--- src/design/rrts_pkg.sv ---
// Shared types and codes for the round-robin thread scheduler.
`timescale 1ns / 1ps
`default_nettype none

package rrts_pkg;

    localparam int TID_W = 5;

    localparam logic [2:0] ACT_ADD      = 3'd0;
    localparam logic [2:0] ACT_REMOVE   = 3'd1;
    localparam logic [2:0] ACT_BLOCK    = 3'd2;
    localparam logic [2:0] ACT_UNBLOCK  = 3'd3;
    localparam logic [2:0] ACT_YIELD    = 3'd4;
    localparam logic [2:0] ACT_SCHEDULE = 3'd5;

    localparam logic [1:0] KIND_WAITING = 2'd1;
    localparam logic [1:0] KIND_HANGING = 2'd2;

    localparam logic [1:0] RC_OK        = 2'd0;
    localparam logic [1:0] RC_FULL      = 2'd1;
    localparam logic [1:0] RC_NOT_FOUND = 2'd2;

    typedef enum logic [2:0] {
        SS_READY   = 3'd0,
        SS_RUNNING = 3'd1,
        SS_BLOCKED = 3'd2,
        SS_WAITING = 3'd3,
        SS_HANGING = 3'd4
    } slot_state_t;

    typedef enum logic [2:0] {
        CELL_HOLD    = 3'd0,
        CELL_ADD     = 3'd1,
        CELL_REMOVE  = 3'd2,
        CELL_BLOCK   = 3'd3,
        CELL_DEMOTE  = 3'd4,
        CELL_UNBLOCK = 3'd5,
        CELL_WAKE    = 3'd6,
        CELL_PICK    = 3'd7
    } cell_op_t;

    typedef struct packed {
        logic [2:0]       action;
        logic [TID_W-1:0] thread_id;
        logic [1:0]       block_kind;
    } req_t;

    typedef struct packed {
        logic [TID_W-1:0] running_id;
        logic             running_valid;
        logic [1:0]       result_code;
        logic [5:0]       entry_count;
    } rsp_t;

    typedef struct packed {
        cell_op_t         op;
        logic [TID_W-1:0] key;
        slot_state_t      blk_state;
        logic             pick_hi;
    } cell_cmd_t;

    typedef struct packed {
        logic seen;
        logic hi;
        logic lo;
    } cell_chain_t;

    typedef struct packed {
        logic             ready;
        logic             hit;
        logic             win;
        logic             below_cur;
        logic             sel_running;
        logic [TID_W-1:0] sel_thread;
    } cell_stat_t;

endpackage

`default_nettype wire

--- src/design/round_robin_thread_scheduler.sv ---
// Top level of the round-robin thread scheduler: control sequencer and row of slot cells.
//
// Requests enter on req_valid / req_stall / req_data (action, thread_id, block_kind);
// one response per request leaves on rsp_valid / rsp_stall / rsp_data with the
// running thread, result code and list length. A transfer happens on a rising edge
// where valid is high and stall is low.
// idle_id is written through cfg_wr_en / cfg_wr_data; the user must write it only while
// no request is in flight, as the block itself has no check for it. Each request passes
// four sequencer steps: apply (add, compaction shift, status write), idle wake,
// next-ready pick, and response load, where the response is registered. A new request
// is taken only in the idle state or in the response-load step, never earlier. Each
// slot is a cell; the find-first and compaction searches ripple once along the cell
// row per step. Reset empties the list, sets the current position and idle_id to zero
// and drops any pending response; no clearing pass is needed.
// While rsp_stall holds a response, the finished request waits in the load step
// and req_stall stays high; nothing is dropped.
`timescale 1ns / 1ps
`default_nettype none

module round_robin_thread_scheduler
    import rrts_pkg::*;
#(
    parameter int MAX_SLOTS = 32
) (
    input  wire logic             clk,
    input  wire logic             rst_n,
    input  wire logic             req_valid,
    output logic                  req_stall,
    input  wire req_t             req_data,
    output logic                  rsp_valid,
    input  wire logic             rsp_stall,
    output rsp_t                  rsp_data,
    input  wire logic             cfg_wr_en,
    input  wire logic [TID_W-1:0] cfg_wr_data
);

    localparam int LEN_W = $clog2(MAX_SLOTS + 1);
    localparam int IDX_W = $clog2(MAX_SLOTS);

    typedef enum logic [4:0] {
        FSM_IDLE  = 5'b00001,
        FSM_APPLY = 5'b00010,
        FSM_WAKE  = 5'b00100,
        FSM_PICK  = 5'b01000,
        FSM_DONE  = 5'b10000
    } fsm_t;

    fsm_t             fsm_reg, fsm_next;
    req_t             req_reg, req_next;
    rsp_t             rsp_reg, rsp_next;
    logic             rsp_valid_reg, rsp_valid_next;
    logic [LEN_W-1:0] len_reg, len_next;
    logic [IDX_W-1:0] cur_reg, cur_next;
    logic [1:0]       code_reg, code_next;
    logic [TID_W-1:0] idle_reg;

    cell_cmd_t        cmd;
    cell_chain_t      chain [MAX_SLOTS+1];
    cell_stat_t       stat [MAX_SLOTS];
    logic [TID_W-1:0] thread_vec [MAX_SLOTS];
    slot_state_t      state_vec [MAX_SLOTS];
    logic [MAX_SLOTS-1:0] win_vec;

    logic             accept;
    logic             rsp_free;
    logic             is_sched;
    logic             any_ready;
    logic             any_hit;
    logic             any_win;
    logic             any_below;
    logic             any_running;
    logic [TID_W-1:0] running_thread;
    logic [IDX_W-1:0] win_idx;
    slot_state_t      blk_state;

    assign chain[0] = '0;

    genvar g;
    generate
        for (g = 0; g < MAX_SLOTS; g++)
        begin : g_cell
            rrts_cell #(
                .SLOT_IDX (g),
                .LEN_W    (LEN_W),
                .IDX_W    (IDX_W)
            ) u_cell (
                .clk        (clk),
                .cmd        (cmd),
                .len        (len_reg),
                .cur        (cur_reg),
                .nbr_thread (thread_vec[(g + 1 < MAX_SLOTS) ? g + 1 : g]),
                .nbr_state  (state_vec[(g + 1 < MAX_SLOTS) ? g + 1 : g]),
                .chain_in   (chain[g]),
                .chain_out  (chain[g+1]),
                .thread     (thread_vec[g]),
                .status     (state_vec[g]),
                .stat       (stat[g])
            );
            assign win_vec[g] = stat[g].win;
        end
    endgenerate

    always_comb
    begin
        any_ready      = 1'b0;
        any_hit        = 1'b0;
        any_below      = 1'b0;
        any_running    = 1'b0;
        running_thread = '0;
        win_idx        = '0;
        for (int i = 0; i < MAX_SLOTS; i++)
        begin
            any_ready = any_ready | stat[i].ready;
            any_hit   = any_hit | stat[i].hit;
            any_below = any_below | stat[i].below_cur;
            if (stat[i].sel_running)
            begin
                any_running    = 1'b1;
                running_thread = running_thread | stat[i].sel_thread;
            end
            if (stat[i].win)
                win_idx = win_idx | IDX_W'(i);
        end
    end

    assign any_win   = |win_vec;
    assign accept    = req_valid && !req_stall;
    assign rsp_free  = !rsp_valid_reg || !rsp_stall;
    assign req_stall = !((fsm_reg == FSM_IDLE) || (fsm_reg == FSM_DONE && rsp_free));
    assign is_sched  = req_reg.action inside {ACT_BLOCK, ACT_YIELD, ACT_SCHEDULE};

    always_comb
    begin
        case (req_reg.block_kind)
            KIND_WAITING: blk_state = SS_WAITING;
            KIND_HANGING: blk_state = SS_HANGING;
            default:      blk_state = SS_BLOCKED;
        endcase
    end

    always_comb
    begin
        fsm_next       = fsm_reg;
        req_next       = req_reg;
        rsp_next       = rsp_reg;
        rsp_valid_next = rsp_valid_reg && rsp_stall;
        len_next       = len_reg;
        cur_next       = cur_reg;
        code_next      = code_reg;
        cmd.op         = CELL_HOLD;
        cmd.key        = req_reg.thread_id;
        cmd.blk_state  = blk_state;
        cmd.pick_hi    = chain[MAX_SLOTS].hi;

        case (fsm_reg)
            FSM_IDLE:
            begin
                if (accept)
                begin
                    req_next  = req_data;
                    code_next = RC_OK;
                    fsm_next  = FSM_APPLY;
                end
            end
            FSM_APPLY:
            begin
                case (req_reg.action)
                    ACT_ADD:
                    begin
                        if (len_reg >= LEN_W'(MAX_SLOTS))
                            code_next = RC_FULL;
                        else
                        begin
                            cmd.op   = CELL_ADD;
                            len_next = len_reg + LEN_W'(1);
                        end
                    end
                    ACT_REMOVE:
                    begin
                        cmd.op = CELL_REMOVE;
                        if (!chain[MAX_SLOTS].seen)
                            code_next = RC_NOT_FOUND;
                        else
                        begin
                            len_next = len_reg - LEN_W'(1);
                            if (any_below)
                                cur_next = cur_reg - IDX_W'(1);
                        end
                    end
                    ACT_BLOCK:
                    begin
                        cmd.op = CELL_BLOCK;
                    end
                    ACT_UNBLOCK:
                    begin
                        cmd.op = CELL_UNBLOCK;
                        if (!any_hit)
                            code_next = RC_NOT_FOUND;
                    end
                    ACT_YIELD, ACT_SCHEDULE:
                    begin
                        cmd.op = CELL_DEMOTE;
                    end
                    default:
                    begin
                        cmd.op = CELL_HOLD;
                    end
                endcase
                fsm_next = FSM_WAKE;
            end
            FSM_WAKE:
            begin
                cmd.key = idle_reg;
                if (is_sched && !any_ready)
                    cmd.op = CELL_WAKE;
                fsm_next = FSM_PICK;
            end
            FSM_PICK:
            begin
                if (is_sched)
                begin
                    cmd.op = CELL_PICK;
                    if (any_win)
                        cur_next = win_idx;
                end
                fsm_next = FSM_DONE;
            end
            FSM_DONE:
            begin
                if (rsp_free)
                begin
                    rsp_valid_next         = 1'b1;
                    rsp_next.running_id    = any_running ? running_thread : '0;
                    rsp_next.running_valid = any_running;
                    rsp_next.result_code   = code_reg;
                    rsp_next.entry_count   = 6'(len_reg);
                    if (accept)
                    begin
                        req_next  = req_data;
                        code_next = RC_OK;
                        fsm_next  = FSM_APPLY;
                    end
                    else
                        fsm_next = FSM_IDLE;
                end
            end
            default:
            begin
                fsm_next = FSM_IDLE;
            end
        endcase
    end

    always_ff @(posedge clk or negedge rst_n)
    begin
        if (!rst_n)
        begin
            fsm_reg       <= FSM_IDLE;
            rsp_valid_reg <= 1'b0;
            len_reg       <= '0;
            cur_reg       <= '0;
            idle_reg      <= '0;
        end
        else
        begin
            fsm_reg       <= fsm_next;
            rsp_valid_reg <= rsp_valid_next;
            len_reg       <= len_next;
            cur_reg       <= cur_next;
            if (cfg_wr_en)
                idle_reg <= cfg_wr_data;
        end
    end

    always_ff @(posedge clk)
    begin
        req_reg  <= req_next;
        rsp_reg  <= rsp_next;
        code_reg <= code_next;
    end

    assign rsp_valid = rsp_valid_reg;
    assign rsp_data  = rsp_reg;

    a_len_bound: assert property (@(posedge clk) disable iff (!rst_n)
        len_reg <= LEN_W'(MAX_SLOTS))
        else $error("list length beyond slot count");

    a_single_winner: assert property (@(posedge clk) disable iff (!rst_n)
        fsm_reg == FSM_PICK |-> $onehot0(win_vec))
        else $error("more than one slot picked");

    a_accept_apply: assert property (@(posedge clk) disable iff (!rst_n)
        accept |=> fsm_reg == FSM_APPLY)
        else $error("accepted request not applied");

    a_done_loads: assert property (@(posedge clk) disable iff (!rst_n)
        (fsm_reg == FSM_DONE && rsp_free) |=> rsp_valid_reg)
        else $error("finished request not loaded into response");

    a_len_step: assert property (@(posedge clk) disable iff (!rst_n)
        fsm_reg != FSM_APPLY |=> len_reg == $past(len_reg))
        else $error("list length changed outside apply step");

endmodule

`default_nettype wire

--- src/design/rrts_cell.sv ---
// One list slot: thread id, status, and its links in the search chains.
`timescale 1ns / 1ps
`default_nettype none

module rrts_cell
    import rrts_pkg::*;
#(
    parameter int SLOT_IDX = 0,
    parameter int LEN_W    = 6,
    parameter int IDX_W    = 5
) (
    input  wire logic              clk,
    input  wire cell_cmd_t         cmd,
    input  wire logic [LEN_W-1:0]  len,
    input  wire logic [IDX_W-1:0]  cur,
    input  wire logic [TID_W-1:0]  nbr_thread,
    input  wire slot_state_t       nbr_state,
    input  wire cell_chain_t       chain_in,
    output cell_chain_t            chain_out,
    output logic [TID_W-1:0]       thread,
    output slot_state_t            status,
    output cell_stat_t             stat
);

    logic [TID_W-1:0] thread_reg, thread_next;
    slot_state_t      state_reg, state_next;
    logic             in_list;
    logic             is_cur;
    logic             is_tail;
    logic             above_cur;
    logic             ready;
    logic             hit;
    logic             win;

    assign in_list   = LEN_W'(SLOT_IDX) < len;
    assign is_tail   = LEN_W'(SLOT_IDX) == len;
    assign is_cur    = IDX_W'(SLOT_IDX) == cur;
    assign above_cur = IDX_W'(SLOT_IDX) > cur;
    assign ready     = in_list && (state_reg == SS_READY);
    assign hit       = in_list && (thread_reg == cmd.key);

    assign chain_out.seen = chain_in.seen | hit;
    assign chain_out.hi   = chain_in.hi | (ready & above_cur);
    assign chain_out.lo   = chain_in.lo | ready;

    assign win = cmd.pick_hi ? (ready && above_cur && !chain_in.hi)
                             : (ready && !chain_in.lo);

    assign stat.ready       = ready;
    assign stat.hit         = hit;
    assign stat.win         = win;
    assign stat.below_cur   = is_cur & chain_in.seen;
    assign stat.sel_running = is_cur && in_list && (state_reg == SS_RUNNING);
    assign stat.sel_thread  = thread_reg;

    assign thread = thread_reg;
    assign status = state_reg;

    always_comb
    begin
        thread_next = thread_reg;
        state_next  = state_reg;
        case (cmd.op)
            CELL_ADD:
            begin
                if (is_tail)
                begin
                    thread_next = cmd.key;
                    state_next  = SS_READY;
                end
            end
            CELL_REMOVE:
            begin
                if (chain_out.seen)
                begin
                    thread_next = nbr_thread;
                    state_next  = nbr_state;
                end
            end
            CELL_BLOCK:
            begin
                if (is_cur && in_list)
                    state_next = cmd.blk_state;
            end
            CELL_DEMOTE:
            begin
                if (is_cur && in_list && state_reg == SS_RUNNING)
                    state_next = SS_READY;
            end
            CELL_UNBLOCK, CELL_WAKE:
            begin
                if (hit)
                    state_next = SS_READY;
            end
            CELL_PICK:
            begin
                if (win)
                    state_next = SS_RUNNING;
            end
            default:
            begin
                thread_next = thread_reg;
            end
        endcase
    end

    always_ff @(posedge clk)
    begin
        thread_reg <= thread_next;
        state_reg  <= state_next;
    end

endmodule

`default_nettype wire
--- config.mk ---
export PLATFORM = sky130hd
export DESIGN_NAME = round_robin_thread_scheduler
export DESIGN_NICKNAME = d
export VERILOG_FILES = /design/src/design/rrts_pkg.sv /design/src/design/round_robin_thread_scheduler.sv /design/src/design/rrts_cell.sv
export SDC_FILE = /design/constraint.sdc
export NUM_CORES = 1
export LEC_CHECK = 0
export CAP_MARGIN = 20
export CORE_ASPECT_RATIO = 1.1
export CORE_UTILIZATION = 45
export DETAILED_ROUTE_END_ITERATION = 16
export DONT_BUFFER_PORTS = 1
export MAX_ROUTING_LAYER = met4
export SLEW_MARGIN = 20
export SYNTH_ARGS = -nofsm -noshare
export SYNTH_HDL_FRONTEND = slang
export SYNTH_SLANG_ARGS = --single-unit
--- constraint.sdc ---
create_clock -name clk -period 14.01 [get_ports clk]
set_input_delay 2.802 -clock clk [delete_from_list [all_inputs] [get_ports clk]]
set_output_delay 2.802 -clock clk [all_outputs]
set_load 0.005 [all_outputs]
==> flow_summary_export.csv <==
group,metric,value,unit
outcome,status,"complete, no violations",
worst_hold_path,hold_path_class,"reg -> reg",
critical_path,crit_buf_inv,1,
critical_path,start_kind,"flop",
clock_tree,post_cts_buffers,0,
finish,multi_input_area,11800,sq um
finish,stdcell_count,2904,
sta,relSlewSlack,9.74,%
worst_hold_path,min-delay-start,"code_reg[1]$_SDFFCE_PN0P_",
critical_path,worst_r2r_path_depth,13,
logic_synthesis,avgSynthCellArea,9.38,sq um
floorplan,num_io_pins,36,
critical_path,worstPathCellList,"ha_1 > buf_4 > a2111oi_2 > o22ai_1 > a211oi_1 > and4bb_1 > nand3_1 > nor2_1 > a31oi_1 > a22o_1 > nand3_1 > o221ai_1 > a2111oi_1",
placement,dpl.cell_count,2836,
logic_synthesis,synth_ff_type,"edfxtp_1",
finish,n_fill_cell,4466,
clock_tree,cts_root_buf,"clkbuf_16",
floorplan,core-area,46900,sq um
critical_path,cp.arrival,6590,ps
placement,dpl.hpwl,87000,um
logic_synthesis,synth_xor_area_share,3.62,%
sta,setup-violations-final,0,
placement,port_buffers,0,
clock_tree,cts.sinks,304,
floorplan,initial_utilization,45.8,%
finish,syn_to_final_growth,9.98,%
logic_synthesis,synth.area.top_cells,"edfxtp_1 39%, o21a_1 5.3%, a21o_1 3.7%, clkbuf_1 2.6%, a21oi_1 2.6%",
floorplan,num_rows,83,
worst_hold_path,holdPathStages,0,
critical_path,cp_max_fo,19,
logic_synthesis,netlist-cell-type-count,100,
grt,grt_start_max_net_pins,72,
sta,max_freq,156,MHz
placement,gp_congestion,1.13,
finish,drive_above_1_share,9.67,%
critical_path,reg2reg_slack,7590,ps
critical_path,cpMostUsedCell,"nand3_1",
sta,tightest_slew,1350,ps
logic_synthesis,synth_most_common_cell,"edfxtp_1",
logic_synthesis,synth_top_family_by_area,"compound AO/OA/AOI/OAI gates",
logic_synthesis,synth_top_area_share,39.4,%
finish,nets,2268,
logic_synthesis,async_reset_ff_share,7.24,%
grt,antenna_found_initial,2,
logic_synthesis,ys_ff_latch,304,
detailed_routing,vias_per_cell,7.78,
grt,grt.total_usage,49.3,%
floorplan,die_area,48700,sq um
critical_path,required,14190,ps
critical_path,crit_family,"compound AO/OA/AOI/OAI gates",
clock_tree,clock_path_buffers,3,
critical_path,r2r-end,"g_cell[28].u_cell.status[2]$_DFFE_PP_",
detailed_routing,wl_per_cell,40.4,um
detailed_routing,dr.pass1.iters,6,
logic_synthesis,syn-num-nets,2325,
logic_synthesis,syn_area,21500,sq um
logic_synthesis,yosys_warnings,0,
logic_synthesis,synth_compound_area_share,29.1,%
critical_path,rr_startpoint,"len_reg[1]$_DFFE_PN0P_",
floorplan,dieHeight,231,um
sta,fin_crit,6420,ps
detailed_routing,drt_iter0_markers,3964,
clock_tree,cts_tree,"built",
sta,maxSlewViolCount,0,
logic_synthesis,yosysSeqAreaShare,41.9,%
logic_synthesis,synth_edf_count,282,
clock_tree,clk_latency,590,ps
sta,post-route-period-util,45.8,%
clock_tree,postCtsHoldBufs,0,
clock_tree,clkTransAtPathRegs,60,ps
sta,clock_skew,31.0,ps
detailed_routing,via_count,22600,
grt,first_global_vias,21000,
pwr,vdd_drop_max,116,uV
floorplan,dieWidth,211,um
sta,setup_tns,0,ps
grt,gr-total-overflow,0,
sta,hold_violations,0,
logic_synthesis,synth_adder_area_share,0.581,%
detailed_routing,route.detailed.drc,0,
grt,grt_pass1_wl,164000,um
sta,rsz0062_at_grt,"no",
detailed_routing,wirelength,117000,um
critical_path,cp-end-kind,"flop",
critical_path,worstSetupPathType,"reg -> reg",
run,cap_violations,0,
logic_synthesis,synthMuxAreaShare,0.413,%
logic_synthesis,synth_top_area_cell,"edfxtp_1",
clock_tree,cts-htree-levels,2,
finish,largest_reg_flops,160,
finish,seqCellArea,9020,sq um
pwr,power.density,179,nW/um^2
logic_synthesis,synth_commonest_cells,"282 x edfxtp_1, 151 x o21a_1, 150 x clkbuf_1",
logic_synthesis,synthCells,2295,
clock_tree,cts_buffers,37,
detailed_routing,ant_nets,0,
critical_path,slowest_stage,"a2111oi_1",
clock_tree,cts-resized-gates,0,
critical_path,crit_path_max_incr_delay,1040,ps
logic_synthesis,synth-simple-area-share,20.1,%
pwr,power_leakage,8.87,nW
worst_hold_path,min_to,"rsp_data[7]$_DFFE_PP_",
==> power breakdown <==
group | internal [W] | switching [W] | total [W]
combinational | 0.000525 | 0.00136 | 0.00189
clock | 0.000617 | 0.000425 | 0.00104
sequential | 0.00116 | 0.000144 | 0.00130
total | 0.00230 | 0.00193 | 0.00423
==> area by class of cell <==
type / instances / area share, %
Multi-Input combinational cell: 1761 / 49.7
Sequential cell: 304 / 38.1
Tap cell: 637 / 3.37
Clock buffer: 42 / 4.17
Inverter: 47 / 0.745
Antenna cell: 3 / 0.0317
Clock inverter: 23 / 1.16
Timing Repair Buffer: 87 / 2.76
==> layout by cell type, fill, tap and decap left out, drive strengths merged, types with 32 or more instances in the layout <==
cell type,n
o22ai,35
a21o,107
a2111oi,33
inv,46
nor2b,38
a221oi,34
edfxtp,282
o21ai,98
buf,87
xor2,32
a211oi,32
or3,50
nand4,46
xnor2,57
and3,60
a21oi,112
nor4,43
nor2,149
nand2,134
clkbuf,42
o21a,151
nor3,71
a22oi,55
nand3,60
==> worst max-delay path by stage <==
stage	startpoint	to	slack (ps)	depth (start not counted)
final	len_reg[1]$_DFFE_PN0P_	g_cell[28].u_cell.status[2]$_DFFE_PP_	7590	13
after CTS	len_reg[1]$_DFFE_PN0P_	g_cell[30].u_cell.status[0]$_DFFE_PP_	7710	14
after global routing	len_reg[1]$_DFFE_PN0P_	g_cell[15].u_cell.status[2]$_DFFE_PP_	7280	14
after global placement	fsm_reg[2]$_DFFE_PN0P_	g_cell[24].u_cell.status[1]$_DFFE_PP_	7830	15
after floorplan	rsp_stall	req_stall	8050	4
after detailed placement	len_reg[1]$_DFFE_PN0P_	g_cell[30].u_cell.status[1]$_DFFE_PP_	7760	14
==> layer usage <==
metal	global-route usage, %	wire (um)
met1	59.2	41100
met2	71.4	49400
met3	13.6	15700
met4	35.0	11100
met5	-	0
==> through the flow <==
stage	cell area (sq um)	setup WS (ps)	hold slack [ps]	total power, W	utilization (%)
floorplan	21500	8050	400	0.00232	-
global placement	22400	7830	403	0.00307	47.6
detailed placement	22400	7760	420	0.00308	47.7
CTS	23600	7710	433	0.00410	50.4
global route	23700	7280	443	0.00430	50.4
finish	23700	7590	433	0.00423	50.4
==> cells by family after synthesis <==
family	count (synthesis)
xor gates and xnor gates	89
adders and majority gates	10
buffers and inverters	230
muxes	8
DFF	304
AOI/OAI and AO/OA	862
and+or+nand+nor	792
(Power assumes the default switching activity.)
